`src/rtl/core/psag_pkg.sv`:
```
// Shared types and constants of the patchify scatter address generator.
// Used by the top level, the controller and the datapath modules.
`default_nettype none

package psag_pkg;

  // Divider lanes: patch row, patch column and grid columns, all over merge_size
  localparam int DIV_LANES = 3;
  localparam int DVD_W     = 12;
  localparam int DVS_W     = 9;

  // Multiplier operand digit handled per cycle by the multiply-accumulate unit
  localparam int DIGIT_W   = 8;

  // Configuration port
  localparam int CFG_IDX_W  = 8;
  localparam int CFG_DATA_W = 12;

  localparam logic [CFG_IDX_W-1:0] REG_CHANNELS   = 8'd0;
  localparam logic [CFG_IDX_W-1:0] REG_FRAMES     = 8'd1;
  localparam logic [CFG_IDX_W-1:0] REG_HEIGHT     = 8'd2;
  localparam logic [CFG_IDX_W-1:0] REG_WIDTH      = 8'd3;
  localparam logic [CFG_IDX_W-1:0] REG_PATCH_SIZE = 8'd4;
  localparam logic [CFG_IDX_W-1:0] REG_MERGE_SIZE = 8'd5;
  localparam logic [CFG_IDX_W-1:0] REG_GRID_ROWS  = 8'd6;
  localparam logic [CFG_IDX_W-1:0] REG_GRID_COLS  = 8'd7;

  typedef struct packed {
    logic [7:0]  channels;
    logic [7:0]  frames;
    logic [11:0] height;
    logic [11:0] width;
    logic [8:0]  patch_size;
    logic [8:0]  merge_size;
    logic [11:0] grid_rows;
    logic [8:0]  grid_cols;
  } cfg_t;

  // Multiply-accumulate sequence: token, output columns, feature, destination
  typedef enum logic [3:0] {
    OP_TOK0, OP_TOK1, OP_TOK2,
    OP_OC0,  OP_OC1,  OP_OC2,
    OP_FT0,  OP_FT1,  OP_FT2,
    OP_DST
  } mac_op_t;

  typedef struct packed {
    logic    capture;
    logic    div_start;
    logic    mac_start;
    mac_op_t mac_op;
    logic    tok_wb;
    logic    oc_wb;
    logic    out_load;
  } dp_cmd_t;

  typedef struct packed {
    logic div_done;
    logic mac_done;
    logic out_room;
  } dp_sts_t;

endpackage

`default_nettype wire

```
`src/rtl/core/psag_div.sv`:
```
// Three-lane restoring divider, one quotient bit per cycle.
// Uses psag_pkg for lane count and operand widths.
`default_nettype none

module psag_div (
  input  wire logic                                         clk,
  input  wire logic                                         rst_n,
  input  wire logic                                         start,
  input  wire logic [psag_pkg::DVS_W-1:0]                   divisor,
  input  wire logic [psag_pkg::DIV_LANES-1:0][psag_pkg::DVD_W-1:0] dividend,
  output logic      [psag_pkg::DIV_LANES-1:0][psag_pkg::DVD_W-1:0] quot,
  output logic      [psag_pkg::DIV_LANES-1:0][psag_pkg::DVS_W-1:0] rem,
  output logic                                              done
);

  localparam int CntW = $clog2(psag_pkg::DVD_W);

  logic [psag_pkg::DIV_LANES-1:0][psag_pkg::DVD_W-1:0] q_r, q_nxt;
  logic [psag_pkg::DIV_LANES-1:0][psag_pkg::DVS_W-1:0] r_r, r_nxt;
  logic [psag_pkg::DVS_W-1:0] dvs_r;
  logic [CntW-1:0]            cnt_r;
  logic                       busy_r;
  logic                       done_r;
  logic                       last;

  always_comb begin
    logic [psag_pkg::DVS_W:0] sh;
    logic                     ge;
    q_nxt = q_r;
    r_nxt = r_r;
    for (int i = 0; i < psag_pkg::DIV_LANES; i++) begin
      sh = {r_r[i], q_r[i][psag_pkg::DVD_W-1]};
      ge = sh >= {1'b0, dvs_r};
      r_nxt[i] = ge ? psag_pkg::DVS_W'(sh - {1'b0, dvs_r}) : sh[psag_pkg::DVS_W-1:0];
      q_nxt[i] = {q_r[i][psag_pkg::DVD_W-2:0], ge};
    end
  end

  assign last = cnt_r == CntW'(psag_pkg::DVD_W - 1);

  always_ff @(posedge clk) begin
    if (!rst_n) begin
      busy_r <= 1'b0;
      done_r <= 1'b0;
      cnt_r  <= '0;
    end else begin
      done_r <= 1'b0;
      if (start) begin
        busy_r <= 1'b1;
        cnt_r  <= '0;
      end else if (busy_r) begin
        cnt_r <= cnt_r + CntW'(1);
        if (last) begin
          busy_r <= 1'b0;
          done_r <= 1'b1;
        end
      end
    end
  end

  always_ff @(posedge clk) begin
    if (start) begin
      q_r   <= dividend;
      r_r   <= '0;
      dvs_r <= divisor;
    end else if (busy_r) begin
      q_r <= q_nxt;
      r_r <= r_nxt;
    end
  end

  assign quot = q_r;
  assign rem  = r_r;
  assign done = done_r;

endmodule

`default_nettype wire

```
`src/rtl/core/psag_mac.sv`:
```
// Digit-serial multiply-accumulate: acc = a*b + c modulo 2^IW, one byte of b per cycle.
// Uses psag_pkg for the digit width.
`default_nettype none

module psag_mac #(
  parameter int IW = 32
) (
  input  wire logic          clk,
  input  wire logic          rst_n,
  input  wire logic          start,
  input  wire logic [IW-1:0] a,
  input  wire logic [IW-1:0] b,
  input  wire logic [IW-1:0] c,
  output logic      [IW-1:0] acc,
  output logic               done
);

  localparam int DW = psag_pkg::DIGIT_W;

  logic [IW-1:0]    a_r;
  logic [IW-1:0]    b_r;
  logic [IW-1:0]    acc_r;
  logic [IW+DW-1:0] prod;
  logic             busy_r;
  logic             done_r;
  logic             last;

  assign prod = {{DW{1'b0}}, a_r} * {{IW{1'b0}}, b_r[DW-1:0]};
  // Finish once no nonzero digit of b remains above the current one
  assign last = b_r[IW-1:DW] == '0;

  always_ff @(posedge clk) begin
    if (!rst_n) begin
      busy_r <= 1'b0;
      done_r <= 1'b0;
    end else begin
      done_r <= 1'b0;
      if (start) begin
        busy_r <= 1'b1;
      end else if (busy_r && last) begin
        busy_r <= 1'b0;
        done_r <= 1'b1;
      end
    end
  end

  always_ff @(posedge clk) begin
    if (start) begin
      a_r   <= a;
      b_r   <= b;
      acc_r <= c;
    end else if (busy_r) begin
      a_r   <= a_r << DW;
      b_r   <= b_r >> DW;
      acc_r <= acc_r + prod[IW-1:0];
    end
  end

  assign acc  = acc_r;
  assign done = done_r;

endmodule

`default_nettype wire

```
`src/rtl/core/psag_dpath.sv`:
```
// Datapath: position counters, divider, multiply-accumulate and output register.
// Uses psag_pkg, psag_div and psag_mac; driven by commands from psag_ctrl.
`default_nettype none

module psag_dpath #(
  parameter int MAX_ROW_WIDTH = 256,
  parameter int INDEX_BITS    = 32
) (
  input  wire logic              clk,
  input  wire logic              rst_n,
  input  wire psag_pkg::cfg_t    cfg,
  input  wire psag_pkg::dp_cmd_t cmd,
  output psag_pkg::dp_sts_t      sts,
  input  wire logic [31:0]       in_pixel_word,
  input  wire logic              out_stall,
  output logic                   out_valid,
  output logic                   out_write_enable,
  output logic [31:0]            out_dest_index,
  output logic [31:0]            out_pixel_value,
  output logic                   out_tensor_end
);

  localparam int          IW      = INDEX_BITS;
  localparam int          WideW   = (INDEX_BITS > 32) ? INDEX_BITS : 32;
  localparam logic [12:0] MaxRowW = 13'(MAX_ROW_WIDTH);

  // Position counters
  logic [7:0]  chan_r, chan_nxt;
  logic [7:0]  frame_r, frame_nxt;
  logic [11:0] row_r, row_nxt;
  logic [11:0] col_r, col_nxt;
  logic [7:0]  rip_r, rip_nxt;
  logic [11:0] prow_r, prow_nxt;
  logic [7:0]  cip_r, cip_nxt;
  logic [11:0] pcol_r, pcol_nxt;

  logic [31:0]   pix_r;
  logic [IW-1:0] tok_r;
  logic [IW-1:0] oc_r;

  logic        out_valid_r;
  logic        out_we_r;
  logic [31:0] out_dest_r;
  logic [31:0] out_pix_r;
  logic        out_end_r;

  // Divider
  logic [psag_pkg::DIV_LANES-1:0][psag_pkg::DVD_W-1:0] dvd;
  logic [psag_pkg::DIV_LANES-1:0][psag_pkg::DVD_W-1:0] quot;
  logic [psag_pkg::DIV_LANES-1:0][psag_pkg::DVS_W-1:0] rem;
  logic        div_done;
  logic        mz;
  logic [11:0] bh, bw, bwid;
  logic [8:0]  mh, mw;

  // Multiply-accumulate
  logic [IW-1:0] mac_a, mac_b, mac_c, acc;
  logic          mac_done;

  logic              col_end, row_end, frame_end, chan_end;
  logic              cp_wrap, rp_wrap;
  logic              enabled;
  logic [17:0]       gc_px;
  logic [WideW-1:0]  dest_wide;

  assign dvd[0] = prow_r;
  assign dvd[1] = pcol_r;
  assign dvd[2] = 12'(cfg.grid_cols);

  psag_div u_div (
    .clk      (clk),
    .rst_n    (rst_n),
    .start    (cmd.div_start),
    .divisor  (cfg.merge_size),
    .dividend (dvd),
    .quot     (quot),
    .rem      (rem),
    .done     (div_done)
  );

  // A zero merge size yields quotient and remainder of zero
  assign mz   = cfg.merge_size == '0;
  assign bh   = mz ? '0 : quot[0];
  assign mh   = mz ? '0 : rem[0];
  assign bw   = mz ? '0 : quot[1];
  assign mw   = mz ? '0 : rem[1];
  assign bwid = mz ? '0 : quot[2];

  // Chained steps take the previous product straight from the accumulator
  always_comb begin
    mac_a = '0;
    mac_b = '0;
    mac_c = '0;
    unique case (cmd.mac_op)
      psag_pkg::OP_TOK0: begin
        mac_a = IW'(bh);
        mac_b = IW'(bwid);
        mac_c = IW'(bw);
      end
      psag_pkg::OP_TOK1: begin
        mac_a = acc;
        mac_b = IW'(cfg.merge_size);
        mac_c = IW'(mh);
      end
      psag_pkg::OP_TOK2: begin
        mac_a = acc;
        mac_b = IW'(cfg.merge_size);
        mac_c = IW'(mw);
      end
      psag_pkg::OP_OC0: begin
        mac_a = IW'(cfg.channels);
        mac_b = IW'(cfg.frames);
      end
      psag_pkg::OP_OC1, psag_pkg::OP_OC2: begin
        mac_a = acc;
        mac_b = IW'(cfg.patch_size);
      end
      psag_pkg::OP_FT0: begin
        mac_a = IW'(chan_r);
        mac_b = IW'(cfg.frames);
        mac_c = IW'(frame_r);
      end
      psag_pkg::OP_FT1: begin
        mac_a = acc;
        mac_b = IW'(cfg.patch_size);
        mac_c = IW'(rip_r);
      end
      psag_pkg::OP_FT2: begin
        mac_a = acc;
        mac_b = IW'(cfg.patch_size);
        mac_c = IW'(cip_r);
      end
      psag_pkg::OP_DST: begin
        mac_a = tok_r;
        mac_b = oc_r;
        mac_c = acc;
      end
      default: begin
        mac_a = '0;
      end
    endcase
  end

  psag_mac #(.IW(IW)) u_mac (
    .clk   (clk),
    .rst_n (rst_n),
    .start (cmd.mac_start),
    .a     (mac_a),
    .b     (mac_b),
    .c     (mac_c),
    .acc   (acc),
    .done  (mac_done)
  );

  // End-of-dimension flags
  assign col_end   = ({1'b0, col_r} + 13'd1) >= {1'b0, cfg.width};
  assign row_end   = ({1'b0, row_r} + 13'd1) >= {1'b0, cfg.height};
  assign frame_end = ({1'b0, frame_r} + 9'd1) >= {1'b0, cfg.frames};
  assign chan_end  = ({1'b0, chan_r} + 9'd1) >= {1'b0, cfg.channels};
  assign cp_wrap   = ({1'b0, cip_r} + 9'd1) >= cfg.patch_size;
  assign rp_wrap   = ({1'b0, rip_r} + 9'd1) >= cfg.patch_size;

  always_comb begin
    chan_nxt  = chan_r;
    frame_nxt = frame_r;
    row_nxt   = row_r;
    col_nxt   = col_r;
    rip_nxt   = rip_r;
    prow_nxt  = prow_r;
    cip_nxt   = cip_r;
    pcol_nxt  = pcol_r;
    if (!col_end) begin
      col_nxt = col_r + 12'd1;
      if (cp_wrap) begin
        cip_nxt  = '0;
        pcol_nxt = pcol_r + 12'd1;
      end else begin
        cip_nxt = cip_r + 8'd1;
      end
    end else begin
      col_nxt  = '0;
      cip_nxt  = '0;
      pcol_nxt = '0;
      if (!row_end) begin
        row_nxt = row_r + 12'd1;
        if (rp_wrap) begin
          rip_nxt  = '0;
          prow_nxt = prow_r + 12'd1;
        end else begin
          rip_nxt = rip_r + 8'd1;
        end
      end else begin
        row_nxt  = '0;
        rip_nxt  = '0;
        prow_nxt = '0;
        if (!frame_end) begin
          frame_nxt = frame_r + 8'd1;
        end else begin
          frame_nxt = '0;
          chan_nxt  = chan_end ? '0 : chan_r + 8'd1;
        end
      end
    end
  end

  assign gc_px   = 18'(cfg.grid_cols) * 18'(cfg.patch_size);
  assign enabled = (cfg.channels != '0) && (cfg.frames != '0) && (cfg.height != '0)
                && (cfg.width != '0) && (cfg.patch_size != '0) && (cfg.merge_size != '0)
                && (cfg.grid_rows != '0) && (cfg.grid_cols != '0)
                && ({1'b0, cfg.width} <= MaxRowW) && (18'(col_r) < gc_px);

  assign dest_wide = WideW'(acc);

  always_ff @(posedge clk) begin
    if (!rst_n) begin
      chan_r      <= '0;
      frame_r     <= '0;
      row_r       <= '0;
      col_r       <= '0;
      rip_r       <= '0;
      prow_r      <= '0;
      cip_r       <= '0;
      pcol_r      <= '0;
      out_valid_r <= 1'b0;
    end else begin
      if (cmd.out_load) begin
        chan_r      <= chan_nxt;
        frame_r     <= frame_nxt;
        row_r       <= row_nxt;
        col_r       <= col_nxt;
        rip_r       <= rip_nxt;
        prow_r      <= prow_nxt;
        cip_r       <= cip_nxt;
        pcol_r      <= pcol_nxt;
        out_valid_r <= 1'b1;
      end else if (out_valid_r && !out_stall) begin
        out_valid_r <= 1'b0;
      end
    end
  end

  always_ff @(posedge clk) begin
    if (cmd.capture) begin
      pix_r <= in_pixel_word;
    end
    if (cmd.tok_wb) begin
      tok_r <= acc;
    end
    if (cmd.oc_wb) begin
      oc_r <= acc;
    end
    if (cmd.out_load) begin
      out_we_r   <= enabled;
      out_dest_r <= dest_wide[31:0];
      out_pix_r  <= pix_r;
      out_end_r  <= col_end && row_end && frame_end && chan_end;
    end
  end

  assign sts.div_done = div_done;
  assign sts.mac_done = mac_done;
  assign sts.out_room = !out_valid_r || !out_stall;

  assign out_valid        = out_valid_r;
  assign out_write_enable = out_we_r;
  assign out_dest_index   = out_dest_r;
  assign out_pixel_value  = out_pix_r;
  assign out_tensor_end   = out_end_r;

endmodule

`default_nettype wire

```
`src/rtl/core/psag_ctrl.sv`:
```
// Controller: sequences capture, division, the multiply-accumulate chain and output load.
// Uses psag_pkg for the command, status and operation types.
`default_nettype none

module psag_ctrl (
  input  wire logic              clk,
  input  wire logic              rst_n,
  input  wire logic              in_valid,
  output logic                   in_stall,
  output psag_pkg::dp_cmd_t      cmd,
  input  wire psag_pkg::dp_sts_t sts
);

  typedef enum logic [1:0] {S_IDLE, S_DIV, S_MAC, S_OUT} state_t;

  state_t            state_r, state_nxt;
  psag_pkg::mac_op_t op_r, op_nxt;

  always_comb begin
    state_nxt  = state_r;
    op_nxt     = op_r;
    cmd        = '0;
    cmd.mac_op = op_r;
    unique case (state_r)
      S_IDLE: begin
        if (in_valid) begin
          cmd.capture   = 1'b1;
          cmd.div_start = 1'b1;
          state_nxt     = S_DIV;
        end
      end
      S_DIV: begin
        if (sts.div_done) begin
          op_nxt        = psag_pkg::OP_TOK0;
          cmd.mac_op    = psag_pkg::OP_TOK0;
          cmd.mac_start = 1'b1;
          state_nxt     = S_MAC;
        end
      end
      S_MAC: begin
        if (sts.mac_done) begin
          cmd.tok_wb = op_r == psag_pkg::OP_TOK2;
          cmd.oc_wb  = op_r == psag_pkg::OP_OC2;
          if (op_r == psag_pkg::OP_DST) begin
            state_nxt = S_OUT;
          end else begin
            // advance to the next product of the chain
            op_nxt        = psag_pkg::mac_op_t'(op_r + 4'd1);
            cmd.mac_op    = op_nxt;
            cmd.mac_start = 1'b1;
          end
        end
      end
      S_OUT: begin
        if (sts.out_room) begin
          cmd.out_load = 1'b1;
          state_nxt    = S_IDLE;
        end
      end
      default: begin
        state_nxt = S_IDLE;
      end
    endcase
  end

  always_ff @(posedge clk) begin
    if (!rst_n) begin
      state_r <= S_IDLE;
      op_r    <= psag_pkg::OP_TOK0;
    end else begin
      state_r <= state_nxt;
      op_r    <= op_nxt;
    end
  end

  assign in_stall = state_r != S_IDLE;

endmodule

`default_nettype wire

```
`src/rtl/core/patchify_scatter_address_gen.sv`:
```
// Top level of the patchify scatter address generator: configuration registers,
// controller and datapath. Depends on psag_pkg, psag_ctrl and psag_dpath.
//
//   channel  direction  handshake           payload
//   in_      input      in_valid/in_stall   in_pixel_word
//   out_     output     out_valid/out_stall out_write_enable, out_dest_index,
//                                           out_pixel_value, out_tensor_end
//   cfg_     input      cfg_valid/cfg_ready cfg_index, cfg_wdata
//
// One item at a time: the item is accepted, divided, put through ten multiply-accumulate
// steps, each running over the significant bytes of the multiplier operand, and then
// loaded into the output register once the controller sees the last step end.
// Reset is synchronous; counters restart at zero and configuration registers take their defaults.
// A new item is taken while the previous result still waits in the output register;
// a stalled output only holds the controller when the next result is ready.
`default_nettype none

module patchify_scatter_address_gen #(
  parameter int MAX_ROW_WIDTH = 256,
  parameter int INDEX_BITS    = 32
) (
  input  wire logic                             clk,
  input  wire logic                             rst_n,
  input  wire logic                             in_valid,
  output logic                                  in_stall,
  input  wire logic [31:0]                      in_pixel_word,
  output logic                                  out_valid,
  input  wire logic                             out_stall,
  output logic                                  out_write_enable,
  output logic [31:0]                           out_dest_index,
  output logic [31:0]                           out_pixel_value,
  output logic                                  out_tensor_end,
  input  wire logic                             cfg_valid,
  output logic                                  cfg_ready,
  input  wire logic [psag_pkg::CFG_IDX_W-1:0]   cfg_index,
  input  wire logic [psag_pkg::CFG_DATA_W-1:0]  cfg_wdata
);

  psag_pkg::cfg_t    cfg_r;
  psag_pkg::dp_cmd_t cmd;
  psag_pkg::dp_sts_t sts;

  always_ff @(posedge clk) begin
    if (!rst_n) begin
      cfg_r.channels   <= 8'd1;
      cfg_r.frames     <= 8'd1;
      cfg_r.height     <= 12'd256;
      cfg_r.width      <= 12'd256;
      cfg_r.patch_size <= 9'd16;
      cfg_r.merge_size <= 9'd2;
      cfg_r.grid_rows  <= 12'd16;
      cfg_r.grid_cols  <= 9'd16;
    end else if (cfg_valid) begin
      // drop writes to indexes beyond the register list
      unique case (cfg_index)
        psag_pkg::REG_CHANNELS:   cfg_r.channels   <= cfg_wdata[7:0];
        psag_pkg::REG_FRAMES:     cfg_r.frames     <= cfg_wdata[7:0];
        psag_pkg::REG_HEIGHT:     cfg_r.height     <= cfg_wdata[11:0];
        psag_pkg::REG_WIDTH:      cfg_r.width      <= cfg_wdata[11:0];
        psag_pkg::REG_PATCH_SIZE: cfg_r.patch_size <= cfg_wdata[8:0];
        psag_pkg::REG_MERGE_SIZE: cfg_r.merge_size <= cfg_wdata[8:0];
        psag_pkg::REG_GRID_ROWS:  cfg_r.grid_rows  <= cfg_wdata[11:0];
        psag_pkg::REG_GRID_COLS:  cfg_r.grid_cols  <= cfg_wdata[8:0];
        default: begin
        end
      endcase
    end
  end

  assign cfg_ready = 1'b1;

  psag_ctrl u_ctrl (
    .clk      (clk),
    .rst_n    (rst_n),
    .in_valid (in_valid),
    .in_stall (in_stall),
    .cmd      (cmd),
    .sts      (sts)
  );

  psag_dpath #(
    .MAX_ROW_WIDTH (MAX_ROW_WIDTH),
    .INDEX_BITS    (INDEX_BITS)
  ) u_dpath (
    .clk              (clk),
    .rst_n            (rst_n),
    .cfg              (cfg_r),
    .cmd              (cmd),
    .sts              (sts),
    .in_pixel_word    (in_pixel_word),
    .out_stall        (out_stall),
    .out_valid        (out_valid),
    .out_write_enable (out_write_enable),
    .out_dest_index   (out_dest_index),
    .out_pixel_value  (out_pixel_value),
    .out_tensor_end   (out_tensor_end)
  );

endmodule

`default_nettype wire
```
`config.mk`:
```
export PLATFORM = sky130hd
export DESIGN_NAME = patchify_scatter_address_gen
export DESIGN_NICKNAME = d
export VERILOG_FILES = /design/src/rtl/core/psag_pkg.sv /design/src/rtl/core/psag_div.sv /design/src/rtl/core/psag_mac.sv /design/src/rtl/core/psag_dpath.sv /design/src/rtl/core/psag_ctrl.sv /design/src/rtl/core/patchify_scatter_address_gen.sv
export SDC_FILE = /design/constraint.sdc
export NUM_CORES = 2
export LEC_CHECK = 0
export BUFFER_PORTS_ARGS = -buffer_cell sky130_fd_sc_hd__buf_2
export CORE_MARGIN = 2
export CORE_UTILIZATION = 35
export DETAILED_ROUTE_END_ITERATION = 10
export GPL_TIMING_DRIVEN = 0
export PLACE_DENSITY = 0.48
export SLEW_MARGIN = 20
export SYNTH_ARGS = -nofsm -noshare
export SYNTH_HDL_FRONTEND = slang
export SYNTH_HIERARCHICAL = 1
export SYNTH_SLANG_ARGS = --single-unit
```
`constraint.sdc`:
```
create_clock -name clk -period 7.2 [get_ports clk]
set_input_delay 1.44 -clock clk [delete_from_list [all_inputs] [get_ports clk]]
set_output_delay 1.44 -clock clk [all_outputs]
set_load 0.03 [all_outputs]
```
# Yosys cells after proc, flatten, opt, wreduce, memory -nomap -nowiden
# Index checks and enable logic that the tools add are counted.
# W data, S select, Z words.
# op_classes
add_sub_neg	20
mul	2
n_lt_le_gt_ge	11
eq_ne	30
n_mux	59
bitwise	2
reduce_logical	61
# op_table
cell	count
$pmux W32 S5	2
$pmux W32 S7	1
$mux W32	6
$mux W12	9
$mux W33	2
$add A12 B1 Y12 const B	4
$mux W8	6
$mux W9	5
$add A8 B1 Y9 const B	4
$reduce_bool A12 Y1	3
$add A32 B32 Y32	1
$add A8 B1 Y8 const B	4
$eq A8 B3 Y1 const B	4
$mul A32 B8 Y32	1
$ge A10 B9 Y1	3
$reduce_bool A9 Y1	3
$sub A9 B9 Y9	3
$add A12 B1 Y13 const B	2
$ge A13 B12 Y1	2
$logic_not A24 Y1	1
$reduce_and A2 Y1	11
$eq A4 B3 Y1 const B	5
$ge A9 B8 Y1	2
$ge A9 B9 Y1	2
other kinds (38)	99
# totals
reg_bits	504
out_inout_bits	69

# Logic depth before layout (Yosys ltp)
# depth
ltp_word	10
depth_mapped	22

# By module
# Netlist, hierarchy kept.
# by_module_without_submodules
mod	n_inst	cells_per_inst	area_each_um2	seq_area_each_um2
psag_dpath	1	1540	15347.2	6486.2
psag_mac	1	1128	11578.6	2922.8
psag_div	1	410	4500.6	2011.9
patchify_scatter_address_gen	1	293	3040.4	1581.5
psag_ctrl	1	87	638.1	120.1

# Least setup slack after synthesis
# OpenSTA, ideal clock, no wires.
# synth_path
path_type	reg-to-reg
from	register cfg_r[38] in the netlist's numbering
to	register u_dpath.out_we_r (netlist: u_dpath/out_write_enable) (data pin)
setup_time_ns	0.267
arrival_time_ns	4.842
required_ns	6.933
slack_ns	2.091
path_stages_with_launch	21
path_buffers	1
period_less_slack_ns	5.109
path_cell_list	dfxtp_1 clkbuf_1 nand2_1 fa_1 fa_1 inv_1 fa_1 inv_1 fa_1 inv_1 ha_1 or3_1 or2_2 o21ai_0 xor2_1 ha_1 nand4_1 nor2_1 a21oi_1 nor4_1 a31oi_1
# synth_between
elab_chain_cells	7
# synth_lines
item	line_no	text
start, declared	patchify_scatter_address_gen.sv:39	psag_pkg::cfg_t cfg_r;
branches (longest 6 deep; another with $mul A9 B9 Y18)	-	
$logic_and A1 B1 Y1 *	psag_dpath.sv:210	&& ({1'b0, cfg.width} <= MaxRowW) && (18'(col_r) < gc_px);
via u_dpath.enabled	psag_dpath.sv:62	logic enabled;
end signal, assigned	psag_dpath.sv:253	out_we_r <= enabled;
end, declared	psag_dpath.sv:42	logic out_we_r;
# Mark *: on every way through the listed nets, which the timed path passes.
# A chain may end at the register's enable or synchronous reset.

# Worst setup path after layout
# layout_path
from	register u_dpath.u_mac.b_r[2]
to	register u_dpath.u_mac.acc_r[29] (netlist: u_dpath/u_mac/acc[29]) (data pin)
# layout_between
elab_chain_cells	4
# layout_lines
item	line_no	text
start, declared	psag_mac.sv:21	logic [IW-1:0] b_r;
start signal, assigned	psag_mac.sv:54	b_r <= b_r >> DW;
$mul A32 B8 Y32	psag_mac.sv:28	assign prod = {{DW{1'b0}}, a_r} * {{IW{1'b0}}, b_r[DW-1:0]};
$add A32 B32 Y32	psag_mac.sv:55	acc_r <= acc_r + prod[IW-1:0];
$mux W32	psag_mac.sv:52	end else if (busy_r) begin
$mux W32	psag_mac.sv:48	if (start) begin
end signal, assigned	psag_mac.sv:55	
end, declared	psag_mac.sv:22	logic [IW-1:0] acc_r;
# Every way passes these cells. The select of a mux whose other input is x is not followed.

==> run summary <==
Outcome - finished clean
CP Data Arrival Time - 7.32 ns
Vias per inst - 5.19
RSZ-0062 raised after global routing - false
Vias in the first global route - 25645
Final Instance Area - 39500 sq um
Initial core utilization - 35.2%
Synth top area share - 25.9%
First-pass iteration count of the detailed router - 7
Hpwl dp - 81600 um
Cts repair resizes - 0
Sequential area share after synthesis - 37.4%
Fin crit share - 96.3%
Worst-Skew Late Latency - 0.69 ns
Worst-path fanout max - 10
Share of post-route cells with drive strength above 1 - 11.1%
Via count - 25991
Post-synth cell types - 104
CTS tree - built
Worst VDD drop - 0.000196 V
FP Rows - 116
Fin nets - 4147
# setup viols final - 0
Startpoint Class - flop
Avg Inst Size Synth - 10.2 sq um
Cell Area, Placed - 37500 sq um
Hold_buf cts - 0
Max Cap Viol - 0
R2r startpoint - u_dpath/u_mac/b_r[2]
Max Clock Freq - 144 MHz
Core ar. - 99700 sq um
Die Ht - 321 um
Fin. Hold Viols - 0
CTS max path bufs - 3
DRC Markers - 0
Cell depth of the worst flop-to-flop path - 19
CP required - 7.58 ns
Crit path from - u_dpath/u_mac/b_r[2]
Register bit count reported by yosys - 504
Fillcell total - 9836
Relative slew slack - 29.9%
Reg area - 13100 sq um
Number of antenna violations at the first check in global routing - 6
Reg clk slew, reported paths - 0.06 ns
CTS root buf - clkbuf_16
Slew of the pin with the lowest slew margin - 1.05 ns
Chip width - 321 um
Mapped Area - 35100 sq um
Post-synth ARST share - 0%
Critical Path End Type - flop
Port Buffers - 124
PwrDens - 218 nW/um^2
GRT Total Usage - 21.1%
Post-synth EDFFs - 303
Mapped Cells - 3458
Routability congestion estimate - 0.850
CTS buffer count - 60
Io pins - 126
Pins over their slew limit - 0
Worst Setup EP - u_dpath/u_mac/acc[29]
First-pass GRT wire length - 163000 um
Yosys warns - 6
P&R area growth vs syn - 12.4%
Setup Skew - 0.0474 ns
CP Class - flop to flop
R2R setup slack - 0.26 ns
Setup repair bufs after CTS - 0
Area leader, netlist - edfxtp_1
Htree depth - 2
Static leakage - 16.7 nW
Initial DRC count - 1983
Wirelength per Cell - 21.7 um
Synth top area cells - edfxtp_1 (26%), fa_1 (14%), dfxtp_1 (11%)
GRT overflow - 0
Post-layout minimum cycle time - 6.94 ns
Final core occ - 39.6%
Routed WL - 108000 um
Final antenna-violating net count - 0
Main flop type after synthesis - edfxtp_1
Die area - 103000 sq um
Pin count of the biggest net entering global routing - 47
Worst hold path type - flop to flop
Area of the multi-input gates - 19800 sq um
Total clock sinks - 504
Reg2reg end - u_dpath/u_mac/acc[29]
-- cell families (layout without fill, tap and decap cells) --
group	Yosys count	after routing	share of synthesized area [%]
flops	504	504	37.4
mux	195	195	5.90
fa+ha+maj	431	431	20.5
xor+xnor	111	111	2.77
compound gates	526	526	10.5
simple gates	1124	1124	16.6
buf+inv	565	812	6.34
other cells	2	6	0.0214
-- worst min path at each step --
| stage | from | cells past startpoint | slack, ns | to |
|---|---|---|---|---|
| global route | u_dpath/pix_r[4] | 0 | 0.42 | u_dpath/out_pixel_value[4] |
| detailed placement | u_dpath/pix_r[11] | 0 | 0.40 | u_dpath/out_pixel_value[11] |
| floorplan | u_dpath/pix_r[0] | 0 | 0.40 | u_dpath/out_pixel_value[0] |
| finish | u_dpath/pix_r[4] | 0 | 0.41 | u_dpath/out_pixel_value[4] |
| global placement | u_dpath/pix_r[18] | 0 | 0.40 | u_dpath/out_pixel_value[18] |
| CTS | u_dpath/pix_r[4] | 0 | 0.41 | u_dpath/out_pixel_value[4] |
-- synthesized netlist by cell type (all sizes together), types with 6 or more instances --
cell type and number:
nor4b 7, xor2 50, nand4b 10, inv 409
a21o 34, and2 272, mux2 91, edfxtp 303
and3 35, or2 16, o21a 28, nor2b 30
nand3 81, xnor2 61, buf 31, nand3b 11
or3 27, o31ai 12, a211oi 19, nand4 20
nor3 37, o211a 6, o21ai 95, a22oi 36
o22ai 19, nor4 34, nand2 382, fa 239
a222oi 13, clkbuf 125, a21oi 121, ha 192
dfxtp 201, o221ai 11, mux2i 104, a22o 34
nor2 115, a311oi 7, nand2b 27, a2111oi 6
o21bai 7, a31oi 21, o211ai 12
-- layer usage --
metal | vias up | share of wire (%) | routed length, um | global-route usage (%)
met3 | 132 | 6.1 | 6650 | 2.96
met5 | - | 0.012 | 13 | 0
li1 | 12268 | - | - | -
met4 | 2 | 2.9 | 3170 | 6.38
met1 | 12819 | 47 | 50600 | 30.4
met2 | 770 | 44 | 48000 | 32.7
-- layout by cell type, fill, tap and decap left out, types with 104 or more instances in the layout --
master,count
and2_1,268
ha_1,192
edfxtp_1,303
nor2_1,113
fa_1,239
a21oi_1,119
buf_2,141
inv_1,409
mux2i_1,104
nand2_1,382
dfxtp_1,201
clkbuf_1,137
-- per-stage QoR --
stage	cells	setup WS, ns	hold WS [ns]	setup TNS, ns	power, mW
6_report	5007	0.263	0.409	0	8.60
5_1_grt	5006	0.155	0.418	0	8.97
4_1_cts	5005	0.356	0.411	0	8.68
3_5_place_dp	4895	0.399	0.405	0	5.61
3_3_place_gp	4882	-0.745	0.400	-23.59	5.60
2_1_floorplan	3460	2.09	0.400	0	4.97
-- registers in the layout, summed over array words and instances (netlist names), 8 cells and up --
register and cells:
u_dpath/col_r 12, u_dpath/u_div/quot 36, u_dpath/oc_r 32, u_dpath/row_r 12
cfg_r 79, u_dpath/pix_r 32, u_dpath/out_dest_index 32, u_dpath/u_mac/a_r 32
u_dpath/chan_r 8, u_dpath/out_pixel_value 32, u_dpath/u_div/rem 27, u_dpath/u_mac/acc 32
u_dpath/tok_r 32, u_dpath/frame_r 8, u_dpath/u_div/dvs_r 9, u_dpath/pcol_r 12
u_dpath/prow_r 12, u_dpath/rip_r 8, u_dpath/u_mac/b_r 32, u_dpath/cip_r 8
-- cell type report --
class | count | share of cell area [%]
Buffer | 156 | 1.75
Timing Repair Buffer | 137 | 1.95
Multi-Input combinational cell | 2391 | 50.2
Antenna cell | 2 | 0.0127
Tap cell | 1298 | 4.12
Inverter | 409 | 3.89
Clock buffer | 78 | 4.16
Clock inverter | 32 | 0.723
Sequential cell | 504 | 33.2
-- report_power, final --
part           internal, mW  switching (mW)
clock                  1.71            1.32
combinational         0.733            1.20
sequential             3.41           0.221
total                  5.86            2.74
-- worst max-delay path: stages, from the launching register on --
cell and delay [ns]:
edfxtp_1 0.48, clkbuf_1 0.70, clkbuf_1 0.69, nand2_1 0.17, fa_1 0.56, fa_1 0.57, inv_1 0.05, fa_1 0.48
inv_1 0.05, fa_1 0.48, inv_1 0.05, ha_1 0.34, o211ai_1 0.11, a21oi_1 0.24, o21ai_1 0.22, o2111ai_1 0.67
nand4_1 0.28, a21boi_1 0.25, o21a_1 0.15, o31ai_1 0.07
Power figures use the tool's default switching activity.
